[src/owm_pkg.sv]
// ----------------------------------------------------------------------------
// owm_pkg: shared types and constants of the 1-Wire bus master
// Holds the phase and command codes, the configuration record and the timer
// sizing that the register file and the sequencer both use.
// ----------------------------------------------------------------------------
package owm_pkg;

  // Width of the slot timer. A phase ends at the latest when the timer
  // reaches its largest value.
  localparam int TIMER_BITS = 10;
  localparam logic [TIMER_BITS-1:0] TIMER_MAX = {TIMER_BITS{1'b1}};

  // Widest configuration length, and a compare width that holds both it and
  // the incremented timer.
  localparam int LEN_BITS = 10;
  localparam int CMP_W    = (TIMER_BITS + 1 > LEN_BITS) ? TIMER_BITS + 1 : LEN_BITS;

  // Ticks between releasing the line and polling for presence.
  localparam logic [LEN_BITS-1:0] RELEASE_WAIT = LEN_BITS'(2);

  // Configuration port geometry.
  localparam int NUM_REGS  = 8;
  localparam int ADDR_BITS = 5;

  typedef enum logic [2:0] {
    REG_RESET_LOW   = 3'd0,
    REG_PRES_POLL   = 3'd1,
    REG_WR_ONE_LOW  = 3'd2,
    REG_WR_ZERO_LOW = 3'd3,
    REG_WR_SLOT     = 3'd4,
    REG_RD_LOW      = 3'd5,
    REG_RD_SAMPLE   = 3'd6,
    REG_RD_SLOT     = 3'd7
  } reg_idx_t;

  typedef enum logic [1:0] {
    MODE_TICK  = 2'd0,
    MODE_RESET = 2'd1,
    MODE_WRITE = 2'd2,
    MODE_READ  = 2'd3
  } mode_t;

  typedef enum logic [2:0] {
    PH_IDLE  = 3'd0,
    PH_RLOW  = 3'd1,
    PH_RGAP  = 3'd2,
    PH_RPOLL = 3'd3,
    PH_RHOLD = 3'd4,
    PH_WRITE = 3'd5,
    PH_READ  = 3'd6
  } phase_t;

  typedef struct packed {
    logic [9:0] reset_low_ticks;
    logic [9:0] presence_poll_ticks;
    logic [7:0] write_one_low_ticks;
    logic [7:0] write_zero_low_ticks;
    logic [7:0] write_slot_ticks;
    logic [7:0] read_low_ticks;
    logic [7:0] read_sample_tick;
    logic [7:0] read_slot_ticks;
  } cfg_t;

endpackage

[src/owm_regs.sv]
// ----------------------------------------------------------------------------
// owm_regs: configuration register file of the 1-Wire bus master
// APB-style write and read access to the eight timing registers.
// ----------------------------------------------------------------------------
module owm_regs
  import owm_pkg::*;
(
  input  logic                 clk,
  input  logic                 rst,
  input  logic                 psel,
  input  logic                 penable,
  input  logic                 pwrite,
  input  logic [ADDR_BITS-1:0] paddr,
  input  logic [31:0]          pwdata,
  output logic [31:0]          prdata,
  output logic                 pready,
  output cfg_t                 cfg
);

  logic     wr_en;
  reg_idx_t idx;

  assign pready = 1'b1;
  assign wr_en  = psel && penable && pwrite;
  assign idx    = reg_idx_t'(paddr[ADDR_BITS-1:2]);

  always_ff @(posedge clk) begin
    if (rst) begin
      cfg.reset_low_ticks      <= 10'd480;
      cfg.presence_poll_ticks  <= 10'd100;
      cfg.write_one_low_ticks  <= 8'd6;
      cfg.write_zero_low_ticks <= 8'd60;
      cfg.write_slot_ticks     <= 8'd70;
      cfg.read_low_ticks       <= 8'd2;
      cfg.read_sample_tick     <= 8'd7;
      cfg.read_slot_ticks      <= 8'd87;
    end else if (wr_en) begin
      case (idx)
        REG_RESET_LOW:   cfg.reset_low_ticks      <= pwdata[9:0];
        REG_PRES_POLL:   cfg.presence_poll_ticks  <= pwdata[9:0];
        REG_WR_ONE_LOW:  cfg.write_one_low_ticks  <= pwdata[7:0];
        REG_WR_ZERO_LOW: cfg.write_zero_low_ticks <= pwdata[7:0];
        REG_WR_SLOT:     cfg.write_slot_ticks     <= pwdata[7:0];
        REG_RD_LOW:      cfg.read_low_ticks       <= pwdata[7:0];
        REG_RD_SAMPLE:   cfg.read_sample_tick     <= pwdata[7:0];
        REG_RD_SLOT:     cfg.read_slot_ticks      <= pwdata[7:0];
        default: ;
      endcase
    end
  end

  always_comb begin
    case (idx)
      REG_RESET_LOW:   prdata = {22'd0, cfg.reset_low_ticks};
      REG_PRES_POLL:   prdata = {22'd0, cfg.presence_poll_ticks};
      REG_WR_ONE_LOW:  prdata = {24'd0, cfg.write_one_low_ticks};
      REG_WR_ZERO_LOW: prdata = {24'd0, cfg.write_zero_low_ticks};
      REG_WR_SLOT:     prdata = {24'd0, cfg.write_slot_ticks};
      REG_RD_LOW:      prdata = {24'd0, cfg.read_low_ticks};
      REG_RD_SAMPLE:   prdata = {24'd0, cfg.read_sample_tick};
      REG_RD_SLOT:     prdata = {24'd0, cfg.read_slot_ticks};
      default:         prdata = 32'd0;
    endcase
  end

endmodule

[src/one_wire_bus_master.sv]
// ----------------------------------------------------------------------------
// one_wire_bus_master: 1-Wire bus master with reset, byte write and byte read
// The result of a tick request appears in the output register in the cycle
// after the request is accepted.
// Throughput: one tick request per cycle unless the receiver stalls; a new
// request is taken as the last result leaves, set by the single result register.
// Reset (rst, synchronous): sequencer idle, timer, bit counter and byte
// registers cleared, timing registers back to their defaults, output empty.
// ----------------------------------------------------------------------------
module one_wire_bus_master
  import owm_pkg::*;
(
  input  logic                 clk,
  input  logic                 rst,
  // Tick request channel.
  input  logic                 in_valid,
  output logic                 in_ready,
  input  logic [1:0]           mode,
  input  logic [7:0]           data_byte,
  input  logic                 line_sample,
  // Result channel.
  output logic                 out_valid,
  input  logic                 out_ready,
  output logic                 drive_low,
  output logic                 busy_res,
  output logic                 done_res,
  output logic                 presence_seen,
  output logic [7:0]           received_byte,
  output logic                 command_rejected,
  // Configuration port.
  input  logic                 psel,
  input  logic                 penable,
  input  logic                 pwrite,
  input  logic [ADDR_BITS-1:0] paddr,
  input  logic [31:0]          pwdata,
  output logic [31:0]          prdata,
  output logic                 pready
);

  cfg_t cfg;

  owm_regs u_regs (
    .clk     (clk),
    .rst     (rst),
    .psel    (psel),
    .penable (penable),
    .pwrite  (pwrite),
    .paddr   (paddr),
    .pwdata  (pwdata),
    .prdata  (prdata),
    .pready  (pready),
    .cfg     (cfg)
  );

  // Sequencer state. It advances once per accepted tick request.
  phase_t                phase, phase_next;
  logic [TIMER_BITS-1:0] slot_timer, slot_timer_next;
  logic [2:0]            bit_index, bit_index_next;
  logic [7:0]            shift_byte, shift_byte_next;
  logic                  presence_flag, presence_flag_next;
  logic [7:0]            read_result, read_result_next;

  // The request is taken whenever the result register is empty or is being
  // emptied in this same cycle.
  logic in_fire;
  assign in_ready = !out_valid || out_ready;
  assign in_fire  = in_valid && in_ready;

  // A command only starts from idle; otherwise it is flagged and the tick
  // runs on as usual. The start tick is the first tick of the operation, so
  // the rest of the logic works on the state as the command leaves it.
  logic                  cmd_given, cmd_start, rejected;
  phase_t                eff_phase;
  logic [TIMER_BITS-1:0] eff_timer;
  logic [2:0]            eff_bit;
  logic [7:0]            eff_shift;

  assign cmd_given = (mode != MODE_TICK);
  assign cmd_start = cmd_given && (phase == PH_IDLE);
  assign rejected  = cmd_given && (phase != PH_IDLE);

  always_comb begin
    eff_phase = phase;
    eff_timer = slot_timer;
    eff_bit   = bit_index;
    eff_shift = shift_byte;
    if (cmd_start) begin
      eff_timer = '0;
      eff_bit   = '0;
      case (mode)
        MODE_RESET: eff_phase = PH_RLOW;
        MODE_WRITE: begin
          eff_phase = PH_WRITE;
          eff_shift = data_byte;
        end
        MODE_READ: begin
          eff_phase = PH_READ;
          eff_shift = 8'd0;
        end
        default: eff_phase = phase;
      endcase
    end
  end

  // Phase length for the running phase, then one shared increment and
  // compare. A length of zero ends the phase after its first tick, which is
  // what the compare gives naturally.
  logic [LEN_BITS-1:0]   phase_len;
  logic [TIMER_BITS:0]   timer_inc;
  logic                  phase_end;
  logic [TIMER_BITS-1:0] timer_adv;

  always_comb begin
    case (eff_phase)
      PH_RLOW:  phase_len = cfg.reset_low_ticks;
      PH_RGAP:  phase_len = RELEASE_WAIT;
      PH_RPOLL: phase_len = cfg.presence_poll_ticks;
      PH_WRITE: phase_len = LEN_BITS'(cfg.write_slot_ticks);
      PH_READ:  phase_len = LEN_BITS'(cfg.read_slot_ticks);
      default:  phase_len = '0;
    endcase
  end

  assign timer_inc = {1'b0, eff_timer} + (TIMER_BITS+1)'(1);
  assign phase_end = (CMP_W'(timer_inc) >= CMP_W'(phase_len)) ||
                     (timer_inc >= {1'b0, TIMER_MAX});
  assign timer_adv = phase_end ? '0 : timer_inc[TIMER_BITS-1:0];

  // Low pulse lengths: zero acts as one. A pulse at least as long as its
  // slot simply keeps the line low for the whole slot.
  logic [7:0] wr_low_raw, wr_low, rd_low;
  logic       in_low_wr, in_low_rd, sample_hit;
  logic [7:0] rd_shift;

  assign wr_low_raw = eff_shift[0] ? cfg.write_one_low_ticks : cfg.write_zero_low_ticks;
  assign wr_low     = (wr_low_raw == 8'd0) ? 8'd1 : wr_low_raw;
  assign rd_low     = (cfg.read_low_ticks == 8'd0) ? 8'd1 : cfg.read_low_ticks;
  assign in_low_wr  = CMP_W'(eff_timer) < CMP_W'(wr_low);
  assign in_low_rd  = CMP_W'(eff_timer) < CMP_W'(rd_low);
  // A sample tick beyond the slot never matches, so that bit reads as zero.
  assign sample_hit = (CMP_W'(eff_timer) == CMP_W'(cfg.read_sample_tick)) && line_sample;

  // Read bits enter at the top; the byte makes room at the start of a slot.
  always_comb begin
    rd_shift = (eff_timer == '0) ? {1'b0, eff_shift[7:1]} : eff_shift;
    if (sample_hit) begin
      rd_shift[7] = 1'b1;
    end
  end

  // Next state.
  always_comb begin
    phase_next         = eff_phase;
    slot_timer_next    = eff_timer;
    bit_index_next     = eff_bit;
    shift_byte_next    = eff_shift;
    presence_flag_next = presence_flag;
    read_result_next   = read_result;
    case (eff_phase)
      PH_IDLE: ;
      PH_RLOW: begin
        slot_timer_next = timer_adv;
        if (phase_end) begin
          phase_next = PH_RGAP;
        end
      end
      PH_RGAP: begin
        slot_timer_next = timer_adv;
        if (phase_end) begin
          if (cfg.presence_poll_ticks == '0) begin
            presence_flag_next = 1'b0;
            phase_next         = PH_IDLE;
          end else begin
            phase_next = PH_RPOLL;
          end
        end
      end
      PH_RPOLL: begin
        if (!line_sample) begin
          slot_timer_next = '0;
          phase_next      = PH_RHOLD;
        end else begin
          slot_timer_next = timer_adv;
          if (phase_end) begin
            presence_flag_next = 1'b0;
            phase_next         = PH_IDLE;
          end
        end
      end
      PH_RHOLD: begin
        // A device holding the line low keeps the block here indefinitely.
        if (line_sample) begin
          presence_flag_next = 1'b1;
          phase_next         = PH_IDLE;
        end
      end
      PH_WRITE: begin
        slot_timer_next = timer_adv;
        if (phase_end) begin
          shift_byte_next = {1'b0, eff_shift[7:1]};
          if (eff_bit == 3'd7) begin
            bit_index_next = '0;
            phase_next     = PH_IDLE;
          end else begin
            bit_index_next = eff_bit + 3'd1;
          end
        end
      end
      PH_READ: begin
        slot_timer_next = timer_adv;
        shift_byte_next = rd_shift;
        if (phase_end) begin
          if (eff_bit == 3'd7) begin
            bit_index_next   = '0;
            read_result_next = rd_shift;
            phase_next       = PH_IDLE;
          end else begin
            bit_index_next = eff_bit + 3'd1;
          end
        end
      end
      default: phase_next = PH_IDLE;
    endcase
  end

  // Per-tick outputs.
  logic drive_now, done_now;

  always_comb begin
    drive_now = 1'b0;
    case (eff_phase)
      PH_RLOW:  drive_now = 1'b1;
      PH_WRITE: drive_now = in_low_wr;
      PH_READ:  drive_now = in_low_rd;
      default:  drive_now = 1'b0;
    endcase
    // An operation completes on the tick that it falls back to idle.
    done_now = (eff_phase inside {PH_RLOW, PH_RGAP, PH_RPOLL, PH_RHOLD, PH_WRITE, PH_READ})
               && (phase_next == PH_IDLE);
  end

  always_ff @(posedge clk) begin
    if (rst) begin
      phase         <= PH_IDLE;
      slot_timer    <= '0;
      bit_index     <= '0;
      shift_byte    <= '0;
      presence_flag <= 1'b0;
      read_result   <= '0;
    end else if (in_fire) begin
      phase         <= phase_next;
      slot_timer    <= slot_timer_next;
      bit_index     <= bit_index_next;
      shift_byte    <= shift_byte_next;
      presence_flag <= presence_flag_next;
      read_result   <= read_result_next;
    end
  end

  // Result register.
  always_ff @(posedge clk) begin
    if (rst) begin
      out_valid <= 1'b0;
    end else if (in_fire) begin
      out_valid <= 1'b1;
    end else if (out_ready) begin
      out_valid <= 1'b0;
    end
  end

  always_ff @(posedge clk) begin
    if (in_fire) begin
      drive_low        <= drive_now;
      busy_res         <= (phase_next != PH_IDLE);
      done_res         <= done_now;
      presence_seen    <= presence_flag_next;
      received_byte    <= read_result_next;
      command_rejected <= rejected;
    end
  end

  // Idle always leaves the timer and bit counter cleared for the next start.
  a_idle_clean: assert property (@(posedge clk) disable iff (rst)
    (phase == PH_IDLE) |-> (slot_timer == '0 && bit_index == '0))
    else $error("idle sequencer with stale timer or bit count");

  // A command seen while busy is flagged in its result.
  a_reject: assert property (@(posedge clk) disable iff (rst)
    (in_fire && mode != MODE_TICK && phase != PH_IDLE) |=> (out_valid && command_rejected))
    else $error("busy command not flagged");

  // A bus reset pulls the line low on its first tick.
  a_reset_drive: assert property (@(posedge clk) disable iff (rst)
    (in_fire && mode == MODE_RESET && phase == PH_IDLE) |=> (drive_low && busy_res))
    else $error("bus reset did not drive the line");

  // Completion and busy never appear together.
  a_done_idle: assert property (@(posedge clk) disable iff (rst)
    (out_valid && done_res) |-> !busy_res)
    else $error("done reported while still busy");

endmodule

[config.mk]
export PLATFORM = sky130hd
export DESIGN_NAME = one_wire_bus_master
export DESIGN_NICKNAME = d
export VERILOG_FILES = /design/src/owm_pkg.sv /design/src/owm_regs.sv /design/src/one_wire_bus_master.sv
export SDC_FILE = /design/constraint.sdc
export NUM_CORES = 1
export LEC_CHECK = 0
export BUFFER_PORTS_ARGS = -buffer_cell sky130_fd_sc_hd__buf_2
export CORE_MARGIN = 2
export CORE_UTILIZATION = 30
export DETAILED_ROUTE_END_ITERATION = 8
export PLACE_DENSITY = 0.48
export SLEW_MARGIN = 20
export SYNTH_ARGS = -nofsm -noshare
export SYNTH_HDL_FRONTEND = slang
export SYNTH_SLANG_ARGS = --single-unit
[constraint.sdc]
create_clock -name clk -period 4.86 [get_ports clk]
set_input_delay 0.972 -clock clk [delete_from_list [all_inputs] [get_ports clk]]
set_output_delay 0.972 -clock clk [all_outputs]
set_load 0.1 [all_outputs]
==> After elaboration in Yosys (flattened, before gate mapping) <==
Index checks and enable logic that the tools add are counted.
{ "totals": {"ff_bits": 115, "latch_bits": 0, "ram_bits": 0, "mem_bits_ro": 0, "inputBits": 55, "output_inout_bits": 48, "word_cells": 120, "memories": 0} }
{ "op_classes": {"n_addsub": 2, "multipliers": 0, "n_div": 0, "n_lt_le_gt_ge": 4, "n_eq_ne": 18, "shift": 0, "muxes": 42, "n_bitwise": 0, "n_reduce_logical": 33} }
{ "ops": {"columns": ["op", "n"], "rows": [
  ["$pmux W32 S8", 1],
  ["$mux W8", 9],
  ["$pmux W10 S5", 1],
  ["$mux W3", 12],
  ["$pmux W8 S2", 2],
  ["$mux W10", 3],
  ["$eq A3 B3 Y1 const B", 8],
  ["$logic_not A10 Y1", 2],
  ["$lt A10 B8 Y1", 2],
  ["$pmux W10 S2", 1],
  ["$pmux W3 S6", 1],
  ["$logic_not A8 Y1", 2],
  ["$reduce_and A2 Y1", 8],
  ["$eq A3 B2 Y1 const B", 4],
  ["$logic_not A3 Y1", 4],
  ["$add A10 B1 Y11 const B", 1],
  ["$ge A11 B10 Y1", 1],
  ["$ge A11 B10 Y1 const B", 1],
  ["$eq A10 B8 Y1", 1],
  ["$pmux W3 S3", 1],
  ["$mux W1", 8],
  ["$logic_and A1 B1 Y1", 7],
  ["$eq A3 B1 Y1 const B", 2],
  ["$pmux W1 S3", 2],
  ["11 further kinds", 15]
]} }

==> Logic depth before layout (Yosys ltp) <==
Gate-level depths: netlist (run 1).
{ "logic_depth": {"depth_word": 12, "ltp_mapped": 21, "ltp_nobuf": 17} }

==> Modules after synthesis <==
A second synthesis (run 1) with hierarchy kept.
{ "hier_totals": {"hier_cells": 919, "area_unflattened_um2": 7579.8} }
{ "modules_own_cells": {"columns": ["mod", "n_inst", "cells_per_inst", "area_each_um2", "seq_area_each_um2"], "rows": [
  ["one_wire_bus_master", 1, 493, 4181.5, 1071.0],
  ["owm_regs", 1, 426, 3398.3, 1361.3]
]} }

==> Least setup slack after synthesis (run 1) <==
No wires, ideal clock.
{ "synth_timing": {"kind": "input to output", "from": "input paddr[3]", "to": "output prdata[7]", "arrival_time_ns": 4.158, "t_required_ns": 3.888, "slack_ns": -0.270, "cell_stages": 6, "path_buffers": 3, "cell_sequence": "clkbuf_1 clkbuf_1 clkbuf_1 a211o_1 o221ai_1 o21ai_0"} }
{ "synth_between": {"elab_chain_len": 2, "word_cells_on_any_way": 9, "cone_classes": "7 x eq/ne; 1 x mux; 1 x reduce/logical"} }
{ "synth_rtl": {"columns": ["item", "line", "text"], "rows": [
  ["start: declaration", "one_wire_bus_master.sv:34", "input logic [ADDR_BITS-1:0] paddr,"],
  ["$eq A3 B3 Y1, or another cell as far along", "owm_regs.sv:53", "case (idx)"],
  ["$pmux W32 S8 (*)", "owm_regs.sv:53", null],
  ["end: declaration", "one_wire_bus_master.sv:36", "output logic [31:0] prdata,"]
]} }
Every way passes the cells marked *; elsewhere a longest branch is shown, timed or not. The select of a mux whose other input is x is not followed.

==> Worst setup path after layout (run 1) <==
{ "layout_timing": {"from": "input mode[0]", "to": "register busy_res (data pin)"} }
{ "layout_between": {"elab_chain_len": 11, "word_cells_on_any_way": 32, "cone_classes": "1 x add/sub; 2 x order compare; 10 x eq/ne; 13 x mux; 6 x reduce/logical"} }
{ "layout_rtl": {"columns": ["item", "line", "text"], "rows": [
  ["start: declaration", "one_wire_bus_master.sv:18", "input logic [1:0] mode,"],
  ["$eq A2 B2 Y1, or another cell as far along", "one_wire_bus_master.sv:90", "case (mode)"],
  ["$pmux W3 S3 or $logic_and A1 B1 Y1 (tied branches)", "one_wire_bus_master.sv:90, one_wire_bus_master.sv:79", null],
  ["$mux W3", "one_wire_bus_master.sv:87", "if (cmd_start) begin"],
  ["$eq A3 B3 Y1, or another cell as far along", "one_wire_bus_master.sv:114, one_wire_bus_master.sv:159", null],
  ["$pmux W10 S5", "one_wire_bus_master.sv:114", "case (eff_phase)"],
  ["$ge A11 B10 Y1", "one_wire_bus_master.sv:125", "assign phase_end = (CMP_W'(timer_inc) >= CMP_W'(phase_len)) ||"],
  ["$logic_or A1 B1 Y1", "one_wire_bus_master.sv:125", null],
  ["$mux W3", "one_wire_bus_master.sv:184", "if (phase_end) begin"],
  ["$mux W3", "one_wire_bus_master.sv:179", "if (!line_sample) begin"],
  ["$pmux W3 S6 (*)", "one_wire_bus_master.sv:159", "case (eff_phase)"],
  ["$reduce_bool A3 Y1 (*)", "one_wire_bus_master.sv:274", "busy_res <= (phase_next != PH_IDLE);"],
  ["end signal: assignment", "one_wire_bus_master.sv:274", null],
  ["end: declaration", "one_wire_bus_master.sv:25", "output logic busy_res,"]
]} }
Every way passes the cells marked *; elsewhere a longest branch is shown, timed or not.
A chain may end at the register's enable or synchronous reset.

==> results.txt, run 1 <==
----------------------------------------------------
[Placement]
  Worst slack after detailed placement ... -25.1 ps
  Detailed placer's ending HPWL ... approximately 16000 um
  Count of placed standard cells including taps ... about 1200
  Number of buffers added on ports ... between 50 and 60
  Final weighted congestion in routability-driven placement ... slightly below 0.9

[Yosys]
  Mapped cell area ... around 0.007 mm2
  Share of the yosys chip area belonging to registers ... 0.340
  Compound-gate portion of the synthesized area ... 0.187
  Most repeated cell in the gate-level netlist after synthesis ... sky130_fd_sc_hd__dfxtp_1
  Cell type contributing the most total cell area after synthesis ... sky130_fd_sc_hd__dfxtp_1
  Synth Area in Adders ... 0.0577
  Post-synth ARST share ... 0
  Multiplexer area fraction after synthesis ... 0.160
  Count of cell types in the netlist ... 70
  Most common flop cell mapped by yosys ... sky130_fd_sc_hd__dfxtp_1
  Fraction of the mapped netlist area in simple logic gates ... 0.171
  Number of enable flip-flop cells after synthesis ... 13
  Synth Area in XOR/XNOR ... 0.0159
  Combinational family with the most area after synthesis ... compound AO/OA/AOI/OAI gates
  Syn Inst Count ... slightly above 800
  Share of Yosys cell area claimed by the top area cell type ... 0.286
  Synth warnings ... 0
  FF+latch count, synth ... 115
  Synthesized area per cell ... 8.70 um2
  Synth top cells by count ... sky130_fd_sc_hd__dfxtp_1 (102), sky130_fd_sc_hd__nor2_1 (87), sky130_fd_sc_hd__mux2i_1 (86)
  Cells taking the most area after synthesis ... sky130_fd_sc_hd__dfxtp_1 (29%), sky130_fd_sc_hd__mux2i_1 (12%), sky130_fd_sc_hd__ha_1 (5.8%), sky130_fd_sc_hd__edfxtp_1 (5.5%), sky130_fd_sc_hd__nor2_1 (4.6%)

[Drt]
  # DRC ... 0
  DRT iter0 DRCs ... approximately 440
  Routed vias ... 6228
  Met1 routed wirelength after detailed routing ... 11100 um
  Detailed-route wire length ... between 20000 and 25000 um
  Average via count per standard cell ... between 5 and 6
  Total met3 wirelength after detailed routing ... about 1100 um
  Routed len/inst ... between 15 and 20 um
  Final antenna-violating net count ... 0
  DR pass1 iterations ... 5
  Top layer used by detailed routing ... met4
  Met2 wire length ... 10500 um

[Floorplanning]
  Row cnt ... 56
  Area of the core region ... 0.0234 mm2
  Initial cell density of the core ... 0.306
  Horizontal extent of the die ... 158 um
  DIE HEIGHT ... between 150 and 200 um
  Number of primary I/O pins ... slightly above 100
  Die Outline Area ... ~0.025 mm2

[Worst setup path]
  Critical Path Sink Type ... flip-flop
  Req. time, crit path ... between 5000 and 6000 ps
  Stage delay of the slowest cell on the critical path ... ~500 ps
  Maximum net fanout on the critical path ... 15
  Cell chain of the critical path ... buf_2 > inv_1 > ha_1 > or4_4 > o31ai_4 > nor2_1 > buf_4 > buf_4 > a22oi_1 > and3_1 > ha_1 > a21oi_1 > o21ai_0 > o2111a_1 > nor2_4 > buf_4 > mux2i_1 > or2_1
  Category of cells accounting for the largest share of critical-path delay ... simple AND/OR/NAND/NOR gates
  Worst setup path category ... in -> reg
  Data arrival, critical path ... 4540 ps
  Number of buffer and inverter stages on the critical path ... 5
  Library cell appearing most often on the critical path ... sky130_fd_sc_hd__buf_4
  Cell type of the slowest stage on the worst timing path ... sky130_fd_sc_hd__or4_4
  Worst Setup Start Kind ... input pin

[GRT]
  Number of global-route vias before repair ... about 5900
  Antenna violations before repair ... 0
  Final global-route overflow total ... 0
  Overall routing resource usage ... 0.188
  Global-route wire length before repair ... 35600 um
  Maximum number of pins on one net before global-route repair ... 57

[Power]
  Logic pwr share ... 0.286
  Sequential share of power ... 0.305
  Power per unit of standard cell area ... about 400 mW/mm2
  Internal power ... 2.17 mW
  Switch Pwr ... roughly 1.2 mW
  Maximum VDD drop ... 0.154 mV
  Leakage ... 3.34 nW
  Clk pwr share ... 0.409
  Switching Fraction ... 0.357

[Flow run]
  Count of maximum capacitance violations ... 0

[Timing]
  RSZ-0062 raised after global routing ... no
  Post-layout minimum cycle time ... 4380 ps
  Relative max-transition margin ... 0.233
  Max Freq ... roughly 230 MHz
  Count of endpoints failing setup in the final report ... 0
  Clock Skews ... ~17 ps
  Final critical-path share of the clock period ... 0.900
  Final slew viol count ... 0
  Worst Tran Pin Value ... 1150 ps
  Hold Vio Cnt, Final ... 0
  Setup TNS ... 0 ps
  Setup ws final ... 484 ps

[Clock network]
  CTS sink cnt ... about 120
  Number of CTS-inserted buffers ... 17
  CTS Root Buffer Type ... sky130_fd_sc_hd__clkbuf_16
  Number of levels the H-tree was split into ... 4
  Setup bufs post-CTS ... 0
  Clock slew at the register clock pins of the worst setup and hold paths ... roughly 60 ps
  Buffers from clock root to sink, at most ... 2
  Count of instances resized after the clock tree is built ... 0
  Insertion delay to the later sink of the worst-skew pair ... about 430 ps
  TritonCTS clock tree ... yes
  # hold bufs at CTS ... 0

[Run status]
  Run status ... finished, final reports clean

[Worst hold path]
  Path type of the worst min-delay path ... reg -> reg

[Cells and area]
  Combined area of the multi-input logic cells ... 0.00433 mm2
  Storage cell area ... roughly 0.0024 mm2
  Non-Filler Instances ... 1200
  Number of antenna repair diodes ... 0
  Fraction of layout instances using a drive strength above 1 ... 0.173
  Final net count ... 956
  Number of fill cells ... 2423
  Layout area overhead ... 17.9%
  Share of the core filled with cells in the final layout ... 0.360

----------------------------------------------------
[kinds of logic after synthesis]
| logic type | after synthesis |
|---|---|
| other | 2 |
| flip-flops | 115 |
| buffers and inverters | 99 |
| XOR/XNOR | 13 |
| AO/OA/AOI/OAI | 190 |
| adder cells (fa/ha/maj) | 33 |
| AND/OR/NAND/NOR | 263 |
| multiplexers | 107 |
[power by group through the flow]
| stage | Combinational, mW | Clock [mW] | Sequential (mW) |
|---|---|---|---|
| 3_5_place_dp | 0.957 | 0 | 1.05 |
| 6_report | 0.966 | 1.38 | 1.03 |
| 4_1_cts | 0.963 | 1.41 | 1.03 |
| 5_1_grt | 1.04 | 1.45 | 1.03 |
| 3_3_place_gp | 0.959 | 0 | 1.05 |
| 2_1_floorplan | 0.622 | 0 | 1.15 |
[metal layers]
layer | vias to the layer above | GRT usage
met5 | - | 0
met4 | 0 | 0.0429
met3 | 17 | 0.0359
met2 | 163 | 0.297
met1 | 3000 | 0.265
li1 | 3048 | -
[sequential cells by signal, indices dropped and copies added (netlist names)]
register,flops
bit_index,3
done_res,1
drive_low,1
presence_flag,1
received_byte,8
phase,3
u_regs.cfg,68
read_result,8
presence_seen,1
command_rejected,1
busy_res,1
slot_timer,10
out_valid,1
shift_byte,8
[stage by stage]
stage	power, mW	cell area, um2	hold WS, ps
after floorplan	1.77	7230	428
after global placement	2.01	7770	442
after detailed placement	2.00	7770	447
after CTS	3.40	8420	459
after global routing	3.52	8430	494
final	3.38	8430	454
[area by class of cell]
| class | count | share of cell area |
|---|---|---|
| clock inverter | 12 | 0.0194 |
| inverter | 19 | 0.00846 |
| multi-input combinational | 629 | 0.514 |
| tap | 319 | 0.0473 |
| timing repair buffer | 86 | 0.0647 |
| sequential | 115 | 0.288 |
| clock buffer | 20 | 0.0580 |
[worst reg2reg max path: cells and delay by family (launching register included)]
| family | cells | cell delay, ps |
|---|---|---|
| and+or+nand+nor | 5 | 1360 |
| muxes | 1 | 130 |
| buffers and inverters | 3 | 590 |
| DFF | 1 | 380 |
| AOI/OAI and AO/OA | 5 | 1030 |
| adders and majority gates | 1 | 250 |
[placed cells by master (no fill, tap or decap), types with 4 or more instances in the layout]
master                      synthesis  layout
sky130_fd_sc_hd__nor2_1            87      87
sky130_fd_sc_hd__o31ai_1            7       7
sky130_fd_sc_hd__mux2i_1           86      86
sky130_fd_sc_hd__nand2_1           84      84
sky130_fd_sc_hd__edfxtp_1          13      13
sky130_fd_sc_hd__a21oi_1           41      41
sky130_fd_sc_hd__o32ai_1            5       5
sky130_fd_sc_hd__buf_2              8      55
sky130_fd_sc_hd__a31oi_1           10      10
sky130_fd_sc_hd__nor3_1             7       7
sky130_fd_sc_hd__or3_1              5       5
sky130_fd_sc_hd__inv_1             18      17
sky130_fd_sc_hd__a22oi_1            9       9
sky130_fd_sc_hd__a21o_1             4       4
sky130_fd_sc_hd__conb_1             2      23
sky130_fd_sc_hd__o22ai_1            8       8
sky130_fd_sc_hd__nand2b_1           7       7
sky130_fd_sc_hd__o21ai_0           32      30
sky130_fd_sc_hd__mux4_2             4       4
sky130_fd_sc_hd__nand3_1           12      12
sky130_fd_sc_hd__a22o_1            25      25
sky130_fd_sc_hd__nor4_1             8       7
sky130_fd_sc_hd__a221oi_1           7       7
sky130_fd_sc_hd__buf_4             26      28
sky130_fd_sc_hd__and3_1             8       8
sky130_fd_sc_hd__xor2_1             5       5
sky130_fd_sc_hd__ha_1              33      33
sky130_fd_sc_hd__xnor2_1            8       8
sky130_fd_sc_hd__clkbuf_16          0      19
sky130_fd_sc_hd__o211ai_1           4       4
sky130_fd_sc_hd__mux2_2            17      17
sky130_fd_sc_hd__dfxtp_1          102     102
sky130_fd_sc_hd__clkinv_4           0       4
sky130_fd_sc_hd__and2_1            11      11
sky130_fd_sc_hd__nand4_1            8       8
sky130_fd_sc_hd__o21bai_1           6       6
sky130_fd_sc_hd__nor2b_1           12      12
[path summary, 6_finish.rpt]
path,startpoint,cells past startpoint,to,slack (ps)
worst max register to register,phase[2],15,busy_res,890
worst max-delay path,mode[0],18,busy_res,480
worst min register to register,read_result[7],2,read_result[7],450
worst min-delay path,read_result[7],2,read_result[7],450
No activity file was read; power rests on OpenSTA's default activity.
==> inputs of run 2 (changes only) <==
BUFFER_PORTS_ARGS = unset   (was -buffer_cell sky130_fd_sc_hd__buf_2)
CORE_UTILIZATION = 58   (was 30)
DONT_BUFFER_PORTS = 1   (was unset)
PLACE_DENSITY = 0.75   (was 0.48)
==> run 2 against run 1 <==
First-iteration DRC count rose by 69%. Worst setup slack got worse by 270 ps. Critical path depth fell by 2. Sequential power rose by 11%. Via count rose by 2.8%. Clock-buffer cell count rose by 4. Global-route usage rose by 13 points. Clock skew fell by 4.7 ps.
==> results.txt, run 2 (same netlist as run 1, synthesis figures left out) <==
----------------------------------------------------
[Run status]
  Run status ... finished, final reports clean

[Drt]
  # DRC ... 0
  Average via count per standard cell ... approximately 6.6
  Detailed-route wire length ... 20400 um
  Routed len/inst ... about 21 um
  Routed vias ... between 6000 and 7000
  DRT iter0 DRCs ... ~740
  DR pass1 iterations ... 5
  Final antenna-violating net count ... 0

[Placement]
  Final weighted congestion in routability-driven placement ... about 0.93
  Detailed placer's ending HPWL ... about 14000 um
  Number of buffers added on ports ... 0
  Worst slack after detailed placement ... -102 ps
  Instance area at placement ... between 0.007 and 0.008 mm2

[Worst setup path]
  Req. time, crit path ... 5220 ps
  Critical Path Sink Type ... flip-flop
  Worst Setup Start Kind ... input pin
  Cell type of the slowest stage on the worst timing path ... sky130_fd_sc_hd__nor2_1
  Stage delay of the slowest cell on the critical path ... 790 ps
  Worst setup path category ... in -> reg
  Cell chain of the critical path ... inv_1 > ha_1 > nor2_1 > a31o_2 > nand2_1 > nor2_1 > a22oi_1 > ha_1 > a21o_1 > a21oi_1 > o41ai_1 > a41o_1 > nor2_4 > buf_4 > and3_1 > a22o_1
  Maximum net fanout on the critical path ... 10
  Data arrival, critical path ... 5010 ps

[Clock network]
  Count of instances resized after the clock tree is built ... 0
  Number of levels the H-tree was split into ... 4
  Setup bufs post-CTS ... 0
  Insertion delay to the later sink of the worst-skew pair ... 420 ps
  TritonCTS clock tree ... yes
  CTS Root Buffer Type ... sky130_fd_sc_hd__clkbuf_16
  Buffers from clock root to sink, at most ... 2
  Clock slew at the register clock pins of the worst setup and hold paths ... 60 ps
  Number of CTS-inserted buffers ... 17
  # hold bufs at CTS ... 0
  CTS sink cnt ... between 100 and 150

[Cells and area]
  Flip-flop count of the largest register after layout ... 68
  Most frequent cells in the layout ... sky130_fd_sc_hd__dfxtp_1 (102), sky130_fd_sc_hd__nor2_1 (86), sky130_fd_sc_hd__mux2i_1 (86)
  Storage cell area ... roughly 0.0024 mm2
  Most flops, register ... u_regs.cfg
  Number of fill cells ... 970
  Regs by FF count ... u_regs.cfg (68), slot_timer (10)
  Fraction of layout instances using a drive strength above 1 ... 0.107
  Layout area overhead ... 9.27%
  Number of antenna repair diodes ... 0
  Final net count ... around 900
  Area of all placed cells without fillers ... around 0.0078 mm2
  Most common cell after layout, fill and taps aside ... sky130_fd_sc_hd__dfxtp_1
  Combined area of the multi-input logic cells ... ~0.0043 mm2

[Floorplanning]
  Horizontal extent of the die ... around 120 um
  Die Outline Area ... approximately 0.013 mm2
  Area of the core region ... approximately 0.012 mm2
  Row cnt ... 40
  DIE HEIGHT ... 115 um
  Initial cell density of the core ... 0.595
  Number of primary I/O pins ... 103

[Timing]
  Worst Tran Pin Value ... around 1100 ps
  RSZ-0062 raised after global routing ... no
  Final critical-path share of the clock period ... 0.957
  Count of endpoints failing setup in the final report ... 0
  Relative max-transition margin ... 0.238
  Clock Skews ... 12.6 ps
  Setup ws final ... ~210 ps
  Hold Vio Cnt, Final ... 0
  Max Freq ... roughly 220 MHz
  Setup TNS ... 0 ps
  Post-layout minimum cycle time ... around 4600 ps
  Final slew viol count ... 0

[GRT]
  Final global-route overflow total ... 0
  Maximum number of pins on one net before global-route repair ... 59
  Overall routing resource usage ... 0.315
  Global-route wire length before repair ... 32100 um
  Number of global-route vias before repair ... 6245
  Antenna violations before repair ... 0

[Power]
  Leakage ... 3.05 nW
  Power per unit of standard cell area ... 388 mW/mm2
  Maximum VDD drop ... ~0.25 mV

[Flow run]
  Count of maximum capacitance violations ... 0

[Worst hold path]
  Path type of the worst min-delay path ... reg -> reg

----------------------------------------------------
==> run 2: changes by cell type in the layout (fill, tap and decap cells not counted), moves of 2 or more <==
cell / delta
sky130_fd_sc_hd__clkbuf_1: +7
sky130_fd_sc_hd__clkinv_4: -4
sky130_fd_sc_hd__bufinv_16: -2
sky130_fd_sc_hd__buf_2: -55
sky130_fd_sc_hd__clkinv_2: +3
sky130_fd_sc_hd__clkinv_1: +2
sky130_fd_sc_hd__nor3_1: -2
sky130_fd_sc_hd__nor3_2: +2
sky130_fd_sc_hd__buf_4: -4
sky130_fd_sc_hd__o21ai_2: +2
sky130_fd_sc_hd__inv_6: -3
==> run 2: layout make-up <==
cell class,instances,area share
multi-input cells,629,0.556
clock inverters,8,0.00785
repair buffers,28,0.0346
inverters,19,0.00913
flip-flops and latches,115,0.311
well taps,147,0.0235
clock buffers,24,0.0578
==> run 2: per-layer routing <==
layer  vias up  GRT usage  part of all wire
met3        73     0.0828             0.086
li1       2928          -                 -
met4         0      0.152             0.044
met2       347      0.536              0.48
met5         -          0                 0
met1      3052      0.370              0.39
==> run 2: stage by stage <==
step                 util  std cells  total power [mW]  hold WS [ps]
floorplan               -        843              1.77           428
global placement    0.608        938              1.90           429
detailed placement  0.608        938              1.92           436
CTS                 0.650        970              3.03           442
global route        0.651        970              3.14           480
finish              0.651        970              3.04           443
==> run 2: power breakdown <==
part	total (mW)	switching (mW)	internal, mW
Clock	1.11	0.418	0.691
Sequential	1.14	0.132	1.00
Combinational	0.790	0.525	0.265
==> run 2: final timing paths <==
| path | endpoint | slack, ps | from | cells after the start |
|---|---|---|---|---|
| setup / recovery | slot_timer[6] | 210 | mode[0] | 16 |
| hold / removal | read_result[7] | 440 | read_result[7] | 2 |
| setup reg to reg | slot_timer[6] | 570 | phase[2] | 14 |
| hold reg to reg | read_result[7] | 440 | read_result[7] | 2 |
==> run 2: critical path, delay by kind of cell <==
| family | cells | cell delay [ps] |
|---|---|---|
| AO/OA/AOI/OAI | 7 | 1510 |
| adder cells (fa/ha/maj) | 2 | 640 |
| buffers and inverters | 2 | 240 |
| AND/OR/NAND/NOR | 5 | 1640 |
